File: src/ptd_pkg.sv
// Package with the types, constants and codes of the drive and steer block.
package ptd_pkg;

  // Port widths.
  localparam int S_TDATA_W   = 128;
  localparam int M_TDATA_W   = 64;
  localparam int CFG_INDEX_W = 2;
  localparam int CFG_DATA_W  = 13;

  // Field widths.
  localparam int PULSE_W = 16;
  localparam int MV_W    = 13;
  localparam int MODE_W  = 3;
  localparam int CODE_W  = 16;
  localparam int ANGLE_W = 15;

  // Shared divider widths: dividend, divisor and quotient.
  localparam int DIV_NUM_W = 44;
  localparam int DIV_DEN_W = 26;
  localparam int QUOT_W    = 16;

  // Scaling constants.
  localparam logic [14:0]     CODE_SCALE  = 15'd13107;
  localparam logic [9:0]      MV_PER_VOLT = 10'd1000;
  localparam logic [13:0]     STEER_FULL  = 14'd14500;
  localparam logic [MV_W-1:0] VOLT_CAP    = 13'd5000;

  // Register indexes on the configuration channel.
  localparam logic [CFG_INDEX_W-1:0] REG_MIN_MV   = 2'd0;
  localparam logic [CFG_INDEX_W-1:0] REG_MAX_MV   = 2'd1;
  localparam logic [CFG_INDEX_W-1:0] REG_RUN_MODE = 2'd2;

  // Register reset values.
  localparam logic [MV_W-1:0]   MIN_MV_RESET   = 13'd200;
  localparam logic [MV_W-1:0]   MAX_MV_RESET   = 13'd4200;

  // Run modes.
  localparam logic [MODE_W-1:0] MODE_NONE     = 3'd0;
  localparam logic [MODE_W-1:0] MODE_MANUAL   = 3'd1;
  localparam logic [MODE_W-1:0] MODE_AUTO     = 3'd2;
  localparam logic [MODE_W-1:0] MODE_BRAKE    = 3'd3;
  localparam logic [MODE_W-1:0] MODE_OUTBRAKE = 3'd4;
  localparam logic [MODE_W-1:0] MODE_STOP     = 3'd5;

  // Relay patterns: bit 0 forward, bit 1 reverse, bit 2 enable.
  localparam logic [2:0] RELAY_OFF     = 3'b000;
  localparam logic [2:0] RELAY_FORWARD = 3'b101;
  localparam logic [2:0] RELAY_REVERSE = 3'b110;

  typedef enum logic [1:0] {
    HEAD_STOP    = 2'd0,
    HEAD_FORWARD = 2'd1,
    HEAD_REVERSE = 2'd2
  } heading_t;

  typedef enum logic [3:0] {
    ST_IDLE,
    ST_TMUL,
    ST_TSUM,
    ST_TSCALE,
    ST_TDIV,
    ST_TWAIT,
    ST_SMUL,
    ST_SDIV,
    ST_SWAIT,
    ST_FINISH
  } state_t;

  // Commands from the controller to the datapath, at most one step per cycle.
  typedef struct packed {
    logic load;
    logic t_mul;
    logic t_sum;
    logic t_scale;
    logic div_start;
    logic t_save;
    logic s_mul;
    logic s_save;
    logic out_save;
  } cmd_t;

  // Status from the datapath to the controller.
  typedef struct packed {
    logic div_done;
  } status_t;

endpackage

File: src/ptd_divider.sv
// Restoring divider, one quotient bit a cycle, saturating at the all-ones quotient.
module ptd_divider (
  input  logic                           clk,
  input  logic                           rst,
  input  logic                           start,
  input  logic [ptd_pkg::DIV_NUM_W-1:0]  dividend,
  input  logic [ptd_pkg::DIV_DEN_W-1:0]  divisor,
  output logic                           done,
  output logic [ptd_pkg::QUOT_W-1:0]     quotient
);
  import ptd_pkg::*;

  localparam int HI_W  = DIV_NUM_W - QUOT_W;
  localparam int CNT_W = $clog2(QUOT_W + 1);
  localparam logic [CNT_W-1:0] DIV_STEPS = CNT_W'(QUOT_W);

  logic                 busy;
  logic [CNT_W-1:0]     cnt;
  logic [DIV_DEN_W-1:0] rem;
  logic [QUOT_W-1:0]    quo;

  logic [HI_W-1:0]      hi;
  logic                 overflow;
  logic [DIV_DEN_W:0]   trial;
  logic [DIV_DEN_W:0]   diff;
  logic                 fits;

  // The quotient overflows when the upper part of the dividend reaches the divisor.
  assign hi       = dividend[DIV_NUM_W-1:QUOT_W];
  assign overflow = hi >= HI_W'(divisor);

  // One trial subtraction per step.
  assign trial = {rem, quo[QUOT_W-1]};
  assign fits  = trial >= {1'b0, divisor};
  assign diff  = trial - {1'b0, divisor};

  // Step control.
  always_ff @(posedge clk) begin
    if (rst) begin
      busy <= 1'b0;
      cnt  <= '0;
    end else if (start) begin
      busy <= 1'b1;
      cnt  <= overflow ? '0 : DIV_STEPS;
    end else if (busy) begin
      if (cnt == '0) begin
        busy <= 1'b0;
      end else begin
        cnt <= cnt - 1'b1;
      end
    end
  end

  // Remainder and shifting quotient; the low dividend bits shift out as quotient bits enter.
  always_ff @(posedge clk) begin
    if (start) begin
      rem <= hi[DIV_DEN_W-1:0];
      quo <= overflow ? '1 : dividend[QUOT_W-1:0];
    end else if (busy && cnt != '0) begin
      rem <= fits ? diff[DIV_DEN_W-1:0] : trial[DIV_DEN_W-1:0];
      quo <= {quo[QUOT_W-2:0], fits};
    end
  end

  assign done     = busy && (cnt == '0);
  assign quotient = quo;

endmodule

File: src/ptd_datapath.sv
// Datapath: configuration registers, operand set-up, multipliers, divider and result word.
module ptd_datapath (
  input  logic                             clk,
  input  logic                             rst,
  input  ptd_pkg::cmd_t                    cmd,
  output ptd_pkg::status_t                 status,
  input  logic [ptd_pkg::S_TDATA_W-1:0]    in_data,
  output logic [ptd_pkg::M_TDATA_W-1:0]    out_data,
  input  logic                             cfg_we,
  input  logic [ptd_pkg::CFG_INDEX_W-1:0]  cfg_index,
  input  logic [ptd_pkg::CFG_DATA_W-1:0]   cfg_data
);
  import ptd_pkg::*;

  // Configuration registers.
  logic [MV_W-1:0]   min_mv;
  logic [MV_W-1:0]   max_mv;
  logic [MODE_W-1:0] run_mode;

  always_ff @(posedge clk) begin
    if (rst) begin
      min_mv   <= MIN_MV_RESET;
      max_mv   <= MAX_MV_RESET;
      run_mode <= MODE_NONE;
    end else if (cfg_we) begin
      case (cfg_index)
        REG_MIN_MV:   min_mv   <= cfg_data[MV_W-1:0];
        REG_MAX_MV:   max_mv   <= cfg_data[MV_W-1:0];
        REG_RUN_MODE: run_mode <= cfg_data[MODE_W-1:0];
        default: ;
      endcase
    end
  end

  // Input fields.
  logic [PULSE_W-1:0] tp, tt, ttop, tbot, sp, st, stop_w, sbot;
  assign tp     = in_data[0*PULSE_W +: PULSE_W];
  assign tt     = in_data[1*PULSE_W +: PULSE_W];
  assign ttop   = in_data[2*PULSE_W +: PULSE_W];
  assign tbot   = in_data[3*PULSE_W +: PULSE_W];
  assign sp     = in_data[4*PULSE_W +: PULSE_W];
  assign st     = in_data[5*PULSE_W +: PULSE_W];
  assign stop_w = in_data[6*PULSE_W +: PULSE_W];
  assign sbot   = in_data[7*PULSE_W +: PULSE_W];

  // Offsets from trim and the signed span they are measured against.
  logic               t_above, s_above;
  logic [PULSE_W-1:0] t_num_c, s_num_c, t_abs_c, s_abs_c;
  logic [PULSE_W:0]   t_den_c, s_den_c;
  logic [MV_W-1:0]    vmax_c;
  heading_t           heading_c;

  always_comb begin
    t_above = tp > tt;
    t_num_c = t_above ? tp - tt : tt - tp;
    t_den_c = t_above ? {1'b0, ttop} - {1'b0, tt} : {1'b0, tt} - {1'b0, tbot};
    t_abs_c = t_den_c[PULSE_W] ? PULSE_W'(-t_den_c) : t_den_c[PULSE_W-1:0];

    s_above = sp > st;
    s_num_c = s_above ? sp - st : st - sp;
    s_den_c = s_above ? {1'b0, stop_w} - {1'b0, st} : {1'b0, st} - {1'b0, sbot};
    s_abs_c = s_den_c[PULSE_W] ? PULSE_W'(-s_den_c) : s_den_c[PULSE_W-1:0];

    if (tp == tt) begin
      heading_c = HEAD_STOP;
    end else if (t_above) begin
      heading_c = HEAD_FORWARD;
    end else begin
      heading_c = HEAD_REVERSE;
    end

    // Effective top voltage: never below the minimum, capped otherwise.
    if (max_mv <= min_mv) begin
      vmax_c = min_mv;
    end else if (max_mv > VOLT_CAP) begin
      vmax_c = VOLT_CAP;
    end else begin
      vmax_c = max_mv;
    end
  end

  // Operands captured when a word is taken.
  logic [PULSE_W-1:0] t_num, t_abs, s_num, s_abs;
  logic               t_neg, t_zero, s_neg, s_zero, s_cw, s_eq;
  heading_t           heading_r;
  logic [MV_W-1:0]    vmin, vmax;
  logic signed [MV_W:0] dv;

  always_ff @(posedge clk) begin
    if (cmd.load) begin
      t_num     <= t_num_c;
      t_abs     <= t_abs_c;
      t_neg     <= t_den_c[PULSE_W];
      t_zero    <= t_den_c == '0;
      s_num     <= s_num_c;
      s_abs     <= s_abs_c;
      s_neg     <= s_den_c[PULSE_W];
      s_zero    <= s_den_c == '0;
      s_cw      <= s_above;
      s_eq      <= sp == st;
      heading_r <= heading_c;
      vmin      <= min_mv;
      vmax      <= vmax_c;
      dv        <= $signed({1'b0, vmax_c}) - $signed({1'b0, min_mv});
    end
  end

  // Throttle numerator over |span|: vmin*|span| + sign*offset*(vmax-vmin).
  logic [MV_W+PULSE_W-1:0]          prod_a;
  logic signed [MV_W+PULSE_W+1:0]   prod_b;
  logic signed [MV_W+PULSE_W+1:0]   b_term;
  logic signed [31:0]               n_c;
  logic signed [31:0]               n_val;
  logic [PULSE_W-1:0]               a_eff;

  always_ff @(posedge clk) begin
    if (cmd.t_mul) begin
      prod_a <= vmin * t_abs;
      prod_b <= $signed({1'b0, t_num}) * dv;
    end
  end

  assign b_term = t_neg ? -prod_b : prod_b;
  assign n_c    = $signed({3'b000, prod_a}) + $signed({b_term[MV_W+PULSE_W+1], b_term});

  // A zero span means full throttle: the code then comes from vmax over one.
  always_ff @(posedge clk) begin
    if (cmd.t_sum) begin
      if (t_zero) begin
        n_val <= $signed({19'd0, vmax});
        a_eff <= PULSE_W'(1);
      end else begin
        n_val <= n_c;
        a_eff <= t_abs;
      end
    end
  end

  // Divider operands, loaded for the throttle code and then for the steering angle.
  logic [45:0]           scale_prod;
  logic [DIV_DEN_W-1:0]  den_scaled;
  logic [29:0]           steer_prod;
  logic [DIV_NUM_W-1:0]  div_num;
  logic [DIV_DEN_W-1:0]  div_den;

  assign scale_prod = CODE_SCALE * n_val[30:0];
  assign den_scaled = MV_PER_VOLT * a_eff;
  assign steer_prod = STEER_FULL * s_num;

  always_ff @(posedge clk) begin
    if (cmd.t_scale) begin
      div_num <= scale_prod[DIV_NUM_W-1:0];
      div_den <= den_scaled;
    end else if (cmd.s_mul) begin
      if (s_zero) begin
        div_num <= DIV_NUM_W'(STEER_FULL);
        div_den <= DIV_DEN_W'(1);
      end else begin
        div_num <= DIV_NUM_W'(steer_prod);
        div_den <= DIV_DEN_W'(s_abs);
      end
    end
  end

  logic [QUOT_W-1:0] quotient;

  ptd_divider u_divider (
    .clk      (clk),
    .rst      (rst),
    .start    (cmd.div_start),
    .dividend (div_num),
    .divisor  (div_den),
    .done     (status.div_done),
    .quotient (quotient)
  );

  // Throttle code: zero at trim or when the numerator goes negative.
  logic [CODE_W-1:0] code_r;

  always_ff @(posedge clk) begin
    if (cmd.t_save) begin
      code_r <= (heading_r == HEAD_STOP || n_val[31]) ? '0 : quotient;
    end
  end

  // Steering angle: clamp the magnitude, then apply span sign and direction.
  logic [13:0]              mag;
  logic [ANGLE_W-1:0]       angle_c;
  logic [ANGLE_W-1:0]       angle_r;

  always_comb begin
    mag = (quotient > QUOT_W'(STEER_FULL)) ? STEER_FULL : quotient[13:0];
    if (s_eq) begin
      angle_c = '0;
    end else if (s_neg ^ s_cw) begin
      angle_c = -{1'b0, mag};
    end else begin
      angle_c = {1'b0, mag};
    end
  end

  always_ff @(posedge clk) begin
    if (cmd.s_save) begin
      angle_r <= angle_c;
    end
  end

  // Relay state follows the run mode when a result is published.
  logic [2:0] relay_bits;
  logic [2:0] relay_next;

  always_comb begin
    relay_next = relay_bits;
    case (run_mode)
      MODE_NONE, MODE_STOP: relay_next = RELAY_OFF;
      MODE_MANUAL, MODE_AUTO: begin
        case (heading_r)
          HEAD_FORWARD: relay_next = RELAY_FORWARD;
          HEAD_REVERSE: relay_next = RELAY_REVERSE;
          default:      relay_next = RELAY_OFF;
        endcase
      end
      MODE_BRAKE, MODE_OUTBRAKE: relay_next = relay_bits;
      default: relay_next = relay_bits;
    endcase
  end

  always_ff @(posedge clk) begin
    if (rst) begin
      relay_bits <= RELAY_OFF;
    end else if (cmd.out_save) begin
      relay_bits <= relay_next;
    end
  end

  // Output register.
  always_ff @(posedge clk) begin
    if (cmd.out_save) begin
      out_data <= {4'b0000, relay_next, heading_r, angle_r, 8'h00, code_r, code_r};
    end
  end

endmodule

File: src/ptd_ctrl.sv
// Controller: sequences one word through the datapath and owns both handshakes.
module ptd_ctrl (
  input  logic              clk,
  input  logic              rst,
  input  logic              in_valid,
  output logic              in_ready,
  output logic              out_valid,
  input  logic              out_ready,
  input  ptd_pkg::status_t  status,
  output ptd_pkg::cmd_t     cmd
);
  import ptd_pkg::*;

  state_t state, state_next;
  logic   out_valid_next;

  // State and output-valid registers.
  always_ff @(posedge clk) begin
    if (rst) begin
      state     <= ST_IDLE;
      out_valid <= 1'b0;
    end else begin
      state     <= state_next;
      out_valid <= out_valid_next;
    end
  end

  // Next state and commands.
  always_comb begin
    state_next = state;
    cmd        = '0;
    in_ready   = 1'b0;
    case (state)
      ST_IDLE: begin
        in_ready = 1'b1;
        if (in_valid) begin
          cmd.load   = 1'b1;
          state_next = ST_TMUL;
        end
      end
      ST_TMUL: begin
        cmd.t_mul  = 1'b1;
        state_next = ST_TSUM;
      end
      ST_TSUM: begin
        cmd.t_sum  = 1'b1;
        state_next = ST_TSCALE;
      end
      ST_TSCALE: begin
        cmd.t_scale = 1'b1;
        state_next  = ST_TDIV;
      end
      ST_TDIV: begin
        cmd.div_start = 1'b1;
        state_next    = ST_TWAIT;
      end
      ST_TWAIT: begin
        if (status.div_done) begin
          cmd.t_save = 1'b1;
          state_next = ST_SMUL;
        end
      end
      ST_SMUL: begin
        cmd.s_mul  = 1'b1;
        state_next = ST_SDIV;
      end
      ST_SDIV: begin
        cmd.div_start = 1'b1;
        state_next    = ST_SWAIT;
      end
      ST_SWAIT: begin
        if (status.div_done) begin
          cmd.s_save = 1'b1;
          state_next = ST_FINISH;
        end
      end
      ST_FINISH: begin
        // Publish once the output register is free or being emptied.
        if (!out_valid || out_ready) begin
          cmd.out_save = 1'b1;
          state_next   = ST_IDLE;
        end
      end
      default: state_next = ST_IDLE;
    endcase
  end

  // Output word valid.
  always_comb begin
    if (cmd.out_save) begin
      out_valid_next = 1'b1;
    end else if (out_ready) begin
      out_valid_next = 1'b0;
    end else begin
      out_valid_next = out_valid;
    end
  end

endmodule

File: src/pwm_to_dac_drive_and_steer_top.sv
// Top level of the throttle-to-DAC and steering drive block.
//
// Input stream (s_*): one word holds a throttle and a steering PWM sample, each
// with pulse, trim, top and bottom widths. Output stream (m_*): one word per
// input word with the DAC code, the 24-bit DAC frame, the signed steering
// angle, the heading and the three relay drives after this word.
// Configuration channel (cfg_*): min and max millivolts and the run mode, always
// ready; write only while no word is in flight.
// Each word runs two 16-step divisions on one shared restoring divider: the
// throttle division after the load, multiply, sum and scale steps, the steering
// division after a multiply step; a new word is taken once the last is published.
// A division whose quotient saturates ends in the cycle after its start, so a
// word with a saturated code or angle finishes sooner.
// s_tready is high only while the controller waits for a word; a finished word
// sits in the output register, so a new word is taken while it waits.
// If the receiver stalls, the next result waits in its last step until the
// output register is emptied; m_tdata holds steady while a word waits on m_tready.
// Reset: output empty, relays off, registers at 200 mV, 4200 mV and mode none.
module pwm_to_dac_drive_and_steer_top (
  input  logic                             clk,
  input  logic                             rst,
  // throttle_pulse, throttle_trim, throttle_top, throttle_bottom,
  // steer_pulse, steer_trim, steer_top, steer_bottom (16 bits each)
  input  logic [ptd_pkg::S_TDATA_W-1:0]    s_tdata,
  input  logic                             s_tvalid,
  output logic                             s_tready,
  // dac_code[15:0], dac_frame[39:16], steer_angle[54:40], heading[56:55],
  // relay_forward[57], relay_reverse[58], relay_enable[59], zero fill[63:60]
  output logic [ptd_pkg::M_TDATA_W-1:0]    m_tdata,
  output logic                             m_tvalid,
  input  logic                             m_tready,
  input  logic                             cfg_valid,
  output logic                             cfg_ready,
  input  logic [ptd_pkg::CFG_INDEX_W-1:0]  cfg_index,
  input  logic [ptd_pkg::CFG_DATA_W-1:0]   cfg_data
);
  import ptd_pkg::*;

  cmd_t    cmd;
  status_t status;

  // Registers accept a write in any cycle.
  assign cfg_ready = 1'b1;

  ptd_ctrl u_ctrl (
    .clk       (clk),
    .rst       (rst),
    .in_valid  (s_tvalid),
    .in_ready  (s_tready),
    .out_valid (m_tvalid),
    .out_ready (m_tready),
    .status    (status),
    .cmd       (cmd)
  );

  ptd_datapath u_datapath (
    .clk       (clk),
    .rst       (rst),
    .cmd       (cmd),
    .status    (status),
    .in_data   (s_tdata),
    .out_data  (m_tdata),
    .cfg_we    (cfg_valid && cfg_ready),
    .cfg_index (cfg_index),
    .cfg_data  (cfg_data)
  );

endmodule

File: config.mk
export PLATFORM = sky130hd
export DESIGN_NAME = pwm_to_dac_drive_and_steer_top
export DESIGN_NICKNAME = d
export VERILOG_FILES = /design/src/ptd_pkg.sv /design/src/ptd_divider.sv /design/src/ptd_datapath.sv /design/src/ptd_ctrl.sv /design/src/pwm_to_dac_drive_and_steer_top.sv
export SDC_FILE = /design/constraint.sdc
export NUM_CORES = 2
export LEC_CHECK = 0
export BUFFER_PORTS_ARGS = -buffer_cell sky130_fd_sc_hd__clkbuf_2
export CORE_ASPECT_RATIO = 0.7
export CORE_MARGIN = 2
export CORE_UTILIZATION = 60
export DETAILED_ROUTE_END_ITERATION = 8
export PLACE_DENSITY = 0.88
export RECOVER_POWER = 50
export SYNTH_ARGS = -nofsm -noshare
export SYNTH_HDL_FRONTEND = slang
export SYNTH_SLANG_ARGS = --single-unit
File: constraint.sdc
create_clock -name clk -period 12.7 [get_ports clk]
set_input_delay 1.27 -clock clk [delete_from_list [all_inputs] [get_ports clk]]
set_output_delay 1.27 -clock clk [all_outputs]
set_load 0.03 [all_outputs]
Word level (Yosys, flattened, before mapping)
Index checks and enable logic that the tools add are counted.

Flip-flop bits (word level): 458. Input port bits: 148. Output and inout bits: 67. Word-level logic and storage cells: 169.

$add $sub $neg: 16. Multipliers: 5. Order comparisons: 7. Eq/ne operators: 23. Muxes and demuxes: 54. Bitwise logic cells: 2. Reduce and logical (&&, ||, !) cells: 26.

Operators with widths (number): 26-bit two-way mux (5); 16-bit two-way mux (8); 44-bit two-way mux (2); 16-bit by 16-bit subtractor with 17-bit output (4); 16-bit subtractor (4); 14-bit by 31-bit multiplier with 44-bit output (first input constant) (1); 4-bit case mux with 10 select lines (1); 13-bit two-way mux (3); 17-bit zero test (2); 17-bit two-way mux (2); 30-bit by 31-bit adder with 32-bit output (1); 16-bit equality test (2); 16-bit > comparator (2); 16-bit negation (2); 17-bit by 14-bit multiplier with 31-bit output (1); 31-bit two-way mux (1); 31-bit negation (1); 30-bit two-way mux (1); 13-bit by 16-bit multiplier with 29-bit output (1); 28-bit by 26-bit >= comparator with 1-bit output (1); 12-bit by 16-bit multiplier with 28-bit output (first input constant) (1); 14-bit two-way mux (2); 27-bit by 26-bit >= comparator with 1-bit output (1); 26-bit subtractor (1); 37 further kinds (83).

Longest topological paths before layout
Depth in word-level cells: 5. Depth in mapped cells: 25. Gate-level depth less buffers: 24.

Modules after synthesis
A second synthesis with hierarchy kept.

Cell total of the unflattened synthesis: 5927. Area total of the unflattened synthesis: 56558.0 um^2.

By module, submodules not included: ptd_datapath (instances 1, cells each 5399, area an instance 51831.0 um^2, seq. area each 11330.9 um^2); ptd_divider (instances 1, cells each 474, area an instance 4301.6 um^2, seq. area each 1381.3 um^2); ptd_ctrl (instances 1, cells each 52, area an instance 414.1 um^2, seq. area each 100.1 um^2); pwm_to_dac_drive_and_steer_top (instances 1, cells each 2, area an instance 11.3 um^2, seq. area each 0.0 um^2).

Worst setup path before layout
No wires, ideal clock.

Path type: register -> register. From: register u_datapath.dv[4]. To: register u_datapath.prod_b[25] (data pin). Library setup time: 261 ps. Arrival time: 6072 ps. Required time: 12439 ps. Path slack: 6367 ps. Stages on the path, launching flop included: 24. Path buffers: 1. Clock period less this slack: 6333 ps. Path through: edfxtp_1 clkbuf_1 and2_1 fa_1 inv_1 fa_1 inv_1 fa_1 inv_1 fa_1 inv_1 fa_1 inv_1 fa_1 inv_1 ha_1 a2111oi_0 o21bai_1 nor2_1 o31ai_1 o41ai_2 o21ai_0 a211o_1 o311a_1.

Cells in the longest elaborated chain, start to end: 1.

Ends and longest elaborated chain: from (decl) (RTL line ptd_datapath.sv:87) `logic signed [MV_W:0] dv;`; from (signal assigned) (RTL line ptd_datapath.sv:104) `dv <= $signed({1'b0, vmax_c}) - $signed({1'b0, min_mv});`; 17-bit by 14-bit multiplier with 31-bit output (RTL line ptd_datapath.sv:119) `prod_b <= $signed({1'b0, t_num}) * dv;`; to (signal assigned) (RTL line ptd_datapath.sv:119); to (decl) (RTL line ptd_datapath.sv:110) `logic signed [MV_W+PULSE_W+1:0] prod_b;`.

Every way passes these cells. A chain may end at the register's enable or synchronous reset.

Worst setup path in the final report
From: register u_datapath.t_num[5]. To: register u_datapath.prod_b[25] (data pin).

Cells in the longest elaborated chain, start to end: 1.

Ends and longest elaborated chain: from (decl) (RTL line ptd_datapath.sv:83) `logic [PULSE_W-1:0] t_num, t_abs, s_num, s_abs;`; from (signal assigned) (RTL line ptd_datapath.sv:91) `t_num <= t_num_c;`; 17-bit by 14-bit multiplier with 31-bit output (RTL line ptd_datapath.sv:119).

Every way passes these cells.

==> impl_metrics.env <==
export IMPL_drive_gt1_share_pct=5.209
export IMPL_crit_type="reg2reg"
export IMPL_slew_headroom_pct=-169.0
export IMPL_grt_pass1_vias=43660
export IMPL_dr_pass1_iters=8
export IMPL_vias=43570
export IMPL_grt_max_degree=76
export IMPL_fmax_ghz=0.1348
export IMPL_synth_ff_type="edfxtp_1"
export IMPL_worst_path_max_delay_cell="a2111oi_0"
export IMPL_fin_cells=7205
export IMPL_final_hold_violation_count=0
export IMPL_cts_sinks=442
export IMPL_cts_resized=0
export IMPL_core_area_um2=92390
export IMPL_layout_common_cells="934 x inv_1, 787 x ha_1, 574 x fa_1"
export IMPL_gr_usage_all_layers_pct=31.06
export IMPL_crit_fanout=14
export IMPL_die_area_um2=96210
export IMPL_final_nets=7441
export IMPL_cp_required_ps=13070
export IMPL_avgRoutedWirePerCell_um=20.42
export IMPL_slew_viol_final=393
export IMPL_grt_pass1_wl_mm=235.9
export IMPL_h_tree_depth=2
export IMPL_max_stage_delay_ps=640
export IMPL_ioPinCount=215
export IMPL_dpl_cell_count=7118
export IMPL_tritoncts="done"
export IMPL_synth_yosys_seq_area_share_pct=22.79
export IMPL_path_clk_slew_ps=70
export IMPL_synth_cell_types=89
export IMPL_dp_slack_ps=5397
export IMPL_post_route_period_util_pct=58.39
export IMPL_wl_mm=147.1
export IMPL_port_buffers=201
export IMPL_cts_setup_buffers=0
export IMPL_synth_edff_count=396
export IMPL_setup_viol=0
export IMPL_setup_tns_ps=0
export IMPL_root_buffer="clkbuf_16"
export IMPL_cap_viol_max_count=8
export IMPL_synth_seq_cells=442
export IMPL_nFillCells=7098
export IMPL_cts_hold_buf=0
export IMPL_multi_input_area_um2=39120
export IMPL_final_common_cell="inv_1"
export IMPL_initial_utilization_pct=60.85
export IMPL_register_area_um2=12810
export IMPL_fin_crit_ps=7416
export IMPL_drc=0
export IMPL_fin_skew_ps=31.86
export IMPL_rows=93
export IMPL_crit_path_end_kind="flop"
export IMPL_clock_latency_ps=630
export IMPL_final_antenna_net_count=0
export IMPL_globalplace_congestion=0.9711
export IMPL_hold_path_class="reg2reg"
export IMPL_worst_slew_pin_slew_ps=4035
export IMPL_grt_remaining_overflow=0
export IMPL_rsz0062_at_grt="no"
export IMPL_area_growth_pct=6.258
export IMPL_antenna_found_initial=3
export IMPL_syn_area_um2=56220
export IMPL_via_per_inst=6.047
export IMPL_violations="capacitance limit, slew limit"
export IMPL_outcome="complete, but fails checks"
export IMPL_dp_hpwl_mm=118.6
export IMPL_diodes=0
export IMPL_synth_cells=5838
export IMPL_final_area_um2=59740
export IMPL_arrival_ps=7780
export IMPL_placed_area_um2=58160
export IMPL_die_w_um=369.9
export IMPL_ys_warn_count=0
export IMPL_drt_iter0_markers=4743
export IMPL_chipHeight_um=260.1
export IMPL_setup_ws_ps=5284
export IMPL_setup_worst_path_start_class="flop"
export IMPL_synth_area_per_cell_um2=9.631
export IMPL_cts_max_path_buffers=3
export IMPL_cts_made_buffers=47
export IMPL_synth_async_sr_flop_share_pct=0
export IMPL_cp_cell_sequence="and2_1, fa_1, inv_1, fa_1, inv_1, fa_1, inv_1, fa_1, inv_1, fa_1, inv_1, fa_1, inv_1, ha_1, a2111oi_0, o21bai_1, nor2_1, o31ai_1, o41ai_2, o21ai_0, a211o_1, o311a_1"
==> worst max-delay path: cells and delay by family (launching register included) <==
family,cells,cell delay [ps]
DFF,1,620
AOI/OAI and AO/OA,7,2360
buffers and inverters,6,300
and+or+nand+nor,2,540
adders and majority gates,7,3330
==> area by class of cell <==
| type | instances | share of cell area (%) |
|---|---|---|
| Tap cell | 1235 | 2.586 |
| Clock buffer | 56 | 2.075 |
| Clock inverter | 31 | 0.7561 |
| Multi-Input combinational cell | 4282 | 65.47 |
| Sequential cell | 442 | 21.45 |
| Timing Repair Buffer | 220 | 1.759 |
| Inverter | 939 | 5.904 |
==> routing by layer <==
metal | GRT usage [%] | wire, um | vias up
li1 | - | - | 19800
met1 | 46.47 | 65250 | 21280
met2 | 45.27 | 61160 | 2216
met3 | 7.341 | 16950 | 271
met4 | 7.848 | 3721 | 4
met5 | 0 | 26 | -
==> kinds of logic after synthesis <==
family                   count (synthesis)  share of synthesized area, %
AND/OR/NAND/NOR                       1438                         12.55
adder cells (fa/ha/maj)               1361                         37.95
buffers and inverters                 1125                         7.784
AO/OA/AOI/OAI                         1040                         11.92
flip-flops                             442                         22.79
XOR/XNOR                               322                         5.016
multiplexers                           108                         1.983
other                                    2                       0.01336
==> cells in the mapped netlist, types with 11 or more instances <==
master	n	area [um2]
edfxtp_1	396	11890
mux2i_1	81	810.8
nand3b_1	15	112.6
nor3_1	90	450.4
a21o_1	124	930.9
clkbuf_1	129	484.2
nand4_1	27	168.9
buf_4	34	255.2
o21a_1	46	345.3
or3_1	42	262.8
o22a_1	17	148.9
a31o_2	11	96.34
dfxtp_1	46	920.9
o211ai_1	31	232.7
inv_1	935	3510
a21oi_1	305	1526
nand2_1	488	1832
and4_1	11	96.34
ha_1	787	9847
nand2b_1	50	312.8
a211oi_1	38	285.3
buf_2	18	90.09
a31oi_1	36	225.2
o21ai_0	201	1006
xor2_1	124	1086
o31ai_1	32	240.2
nor2_1	262	983.4
nor2b_1	74	462.9
and2_1	236	1476
mux2_2	27	304.0
xnor2_1	198	1734
fa_1	574	11490
o21bai_1	30	225.2
and3_1	31	193.9
a21boi_0	19	142.6
a211o_1	14	122.6
o22ai_1	21	131.4
nand3_1	51	255.2
or2_2	21	131.4
==> final timing paths <==
path	startpoint	end	slack [ps]	depth (start not counted)
setup / recovery	u_datapath.t_num[5]$_DFFE_PP_	u_datapath.prod_b[25]$_DFFE_PP_	5280	22
hold / removal	u_datapath.code_r[14]$_SDFFCE_PP0P_	u_datapath.out_data[30]$_DFFE_PP_	410	0
setup reg to reg	u_datapath.t_num[5]$_DFFE_PP_	u_datapath.prod_b[25]$_DFFE_PP_	5280	22
hold reg to reg	u_datapath.code_r[14]$_SDFFCE_PP0P_	u_datapath.out_data[30]$_DFFE_PP_	410	0
==> sequential cells by signal (all words and copies together), names as in the netlist, 14 cells and up <==
name,cells
u_datapath.u_divider.rem,26
u_datapath.angle_r,15
u_datapath.a_eff,16
u_datapath.s_num,16
u_datapath.n_val,32
u_datapath.t_num,16
u_datapath.div_den,26
u_datapath.u_divider.quotient,16
u_datapath.prod_b,31
u_datapath.div_num,44
u_datapath.out_data,36
u_datapath.prod_a,29
u_datapath.code_r,16
u_datapath.t_abs,16
u_datapath.s_abs,16
u_datapath.dv,14
==> metrics by stage <==
step | hold WS [ps] | utilization (%)
2_1_floorplan | 400.3 | -
3_3_place_gp | 401.3 | 62.95
3_5_place_dp | 404.5 | 62.95
4_1_cts | 412.9 | 64.78
5_1_grt | 427.2 | 64.66
6_report | 408.2 | 64.66
Power is not shown: default switching activity piles up to over one toggle a cycle in this logic, so the estimate is an artifact.
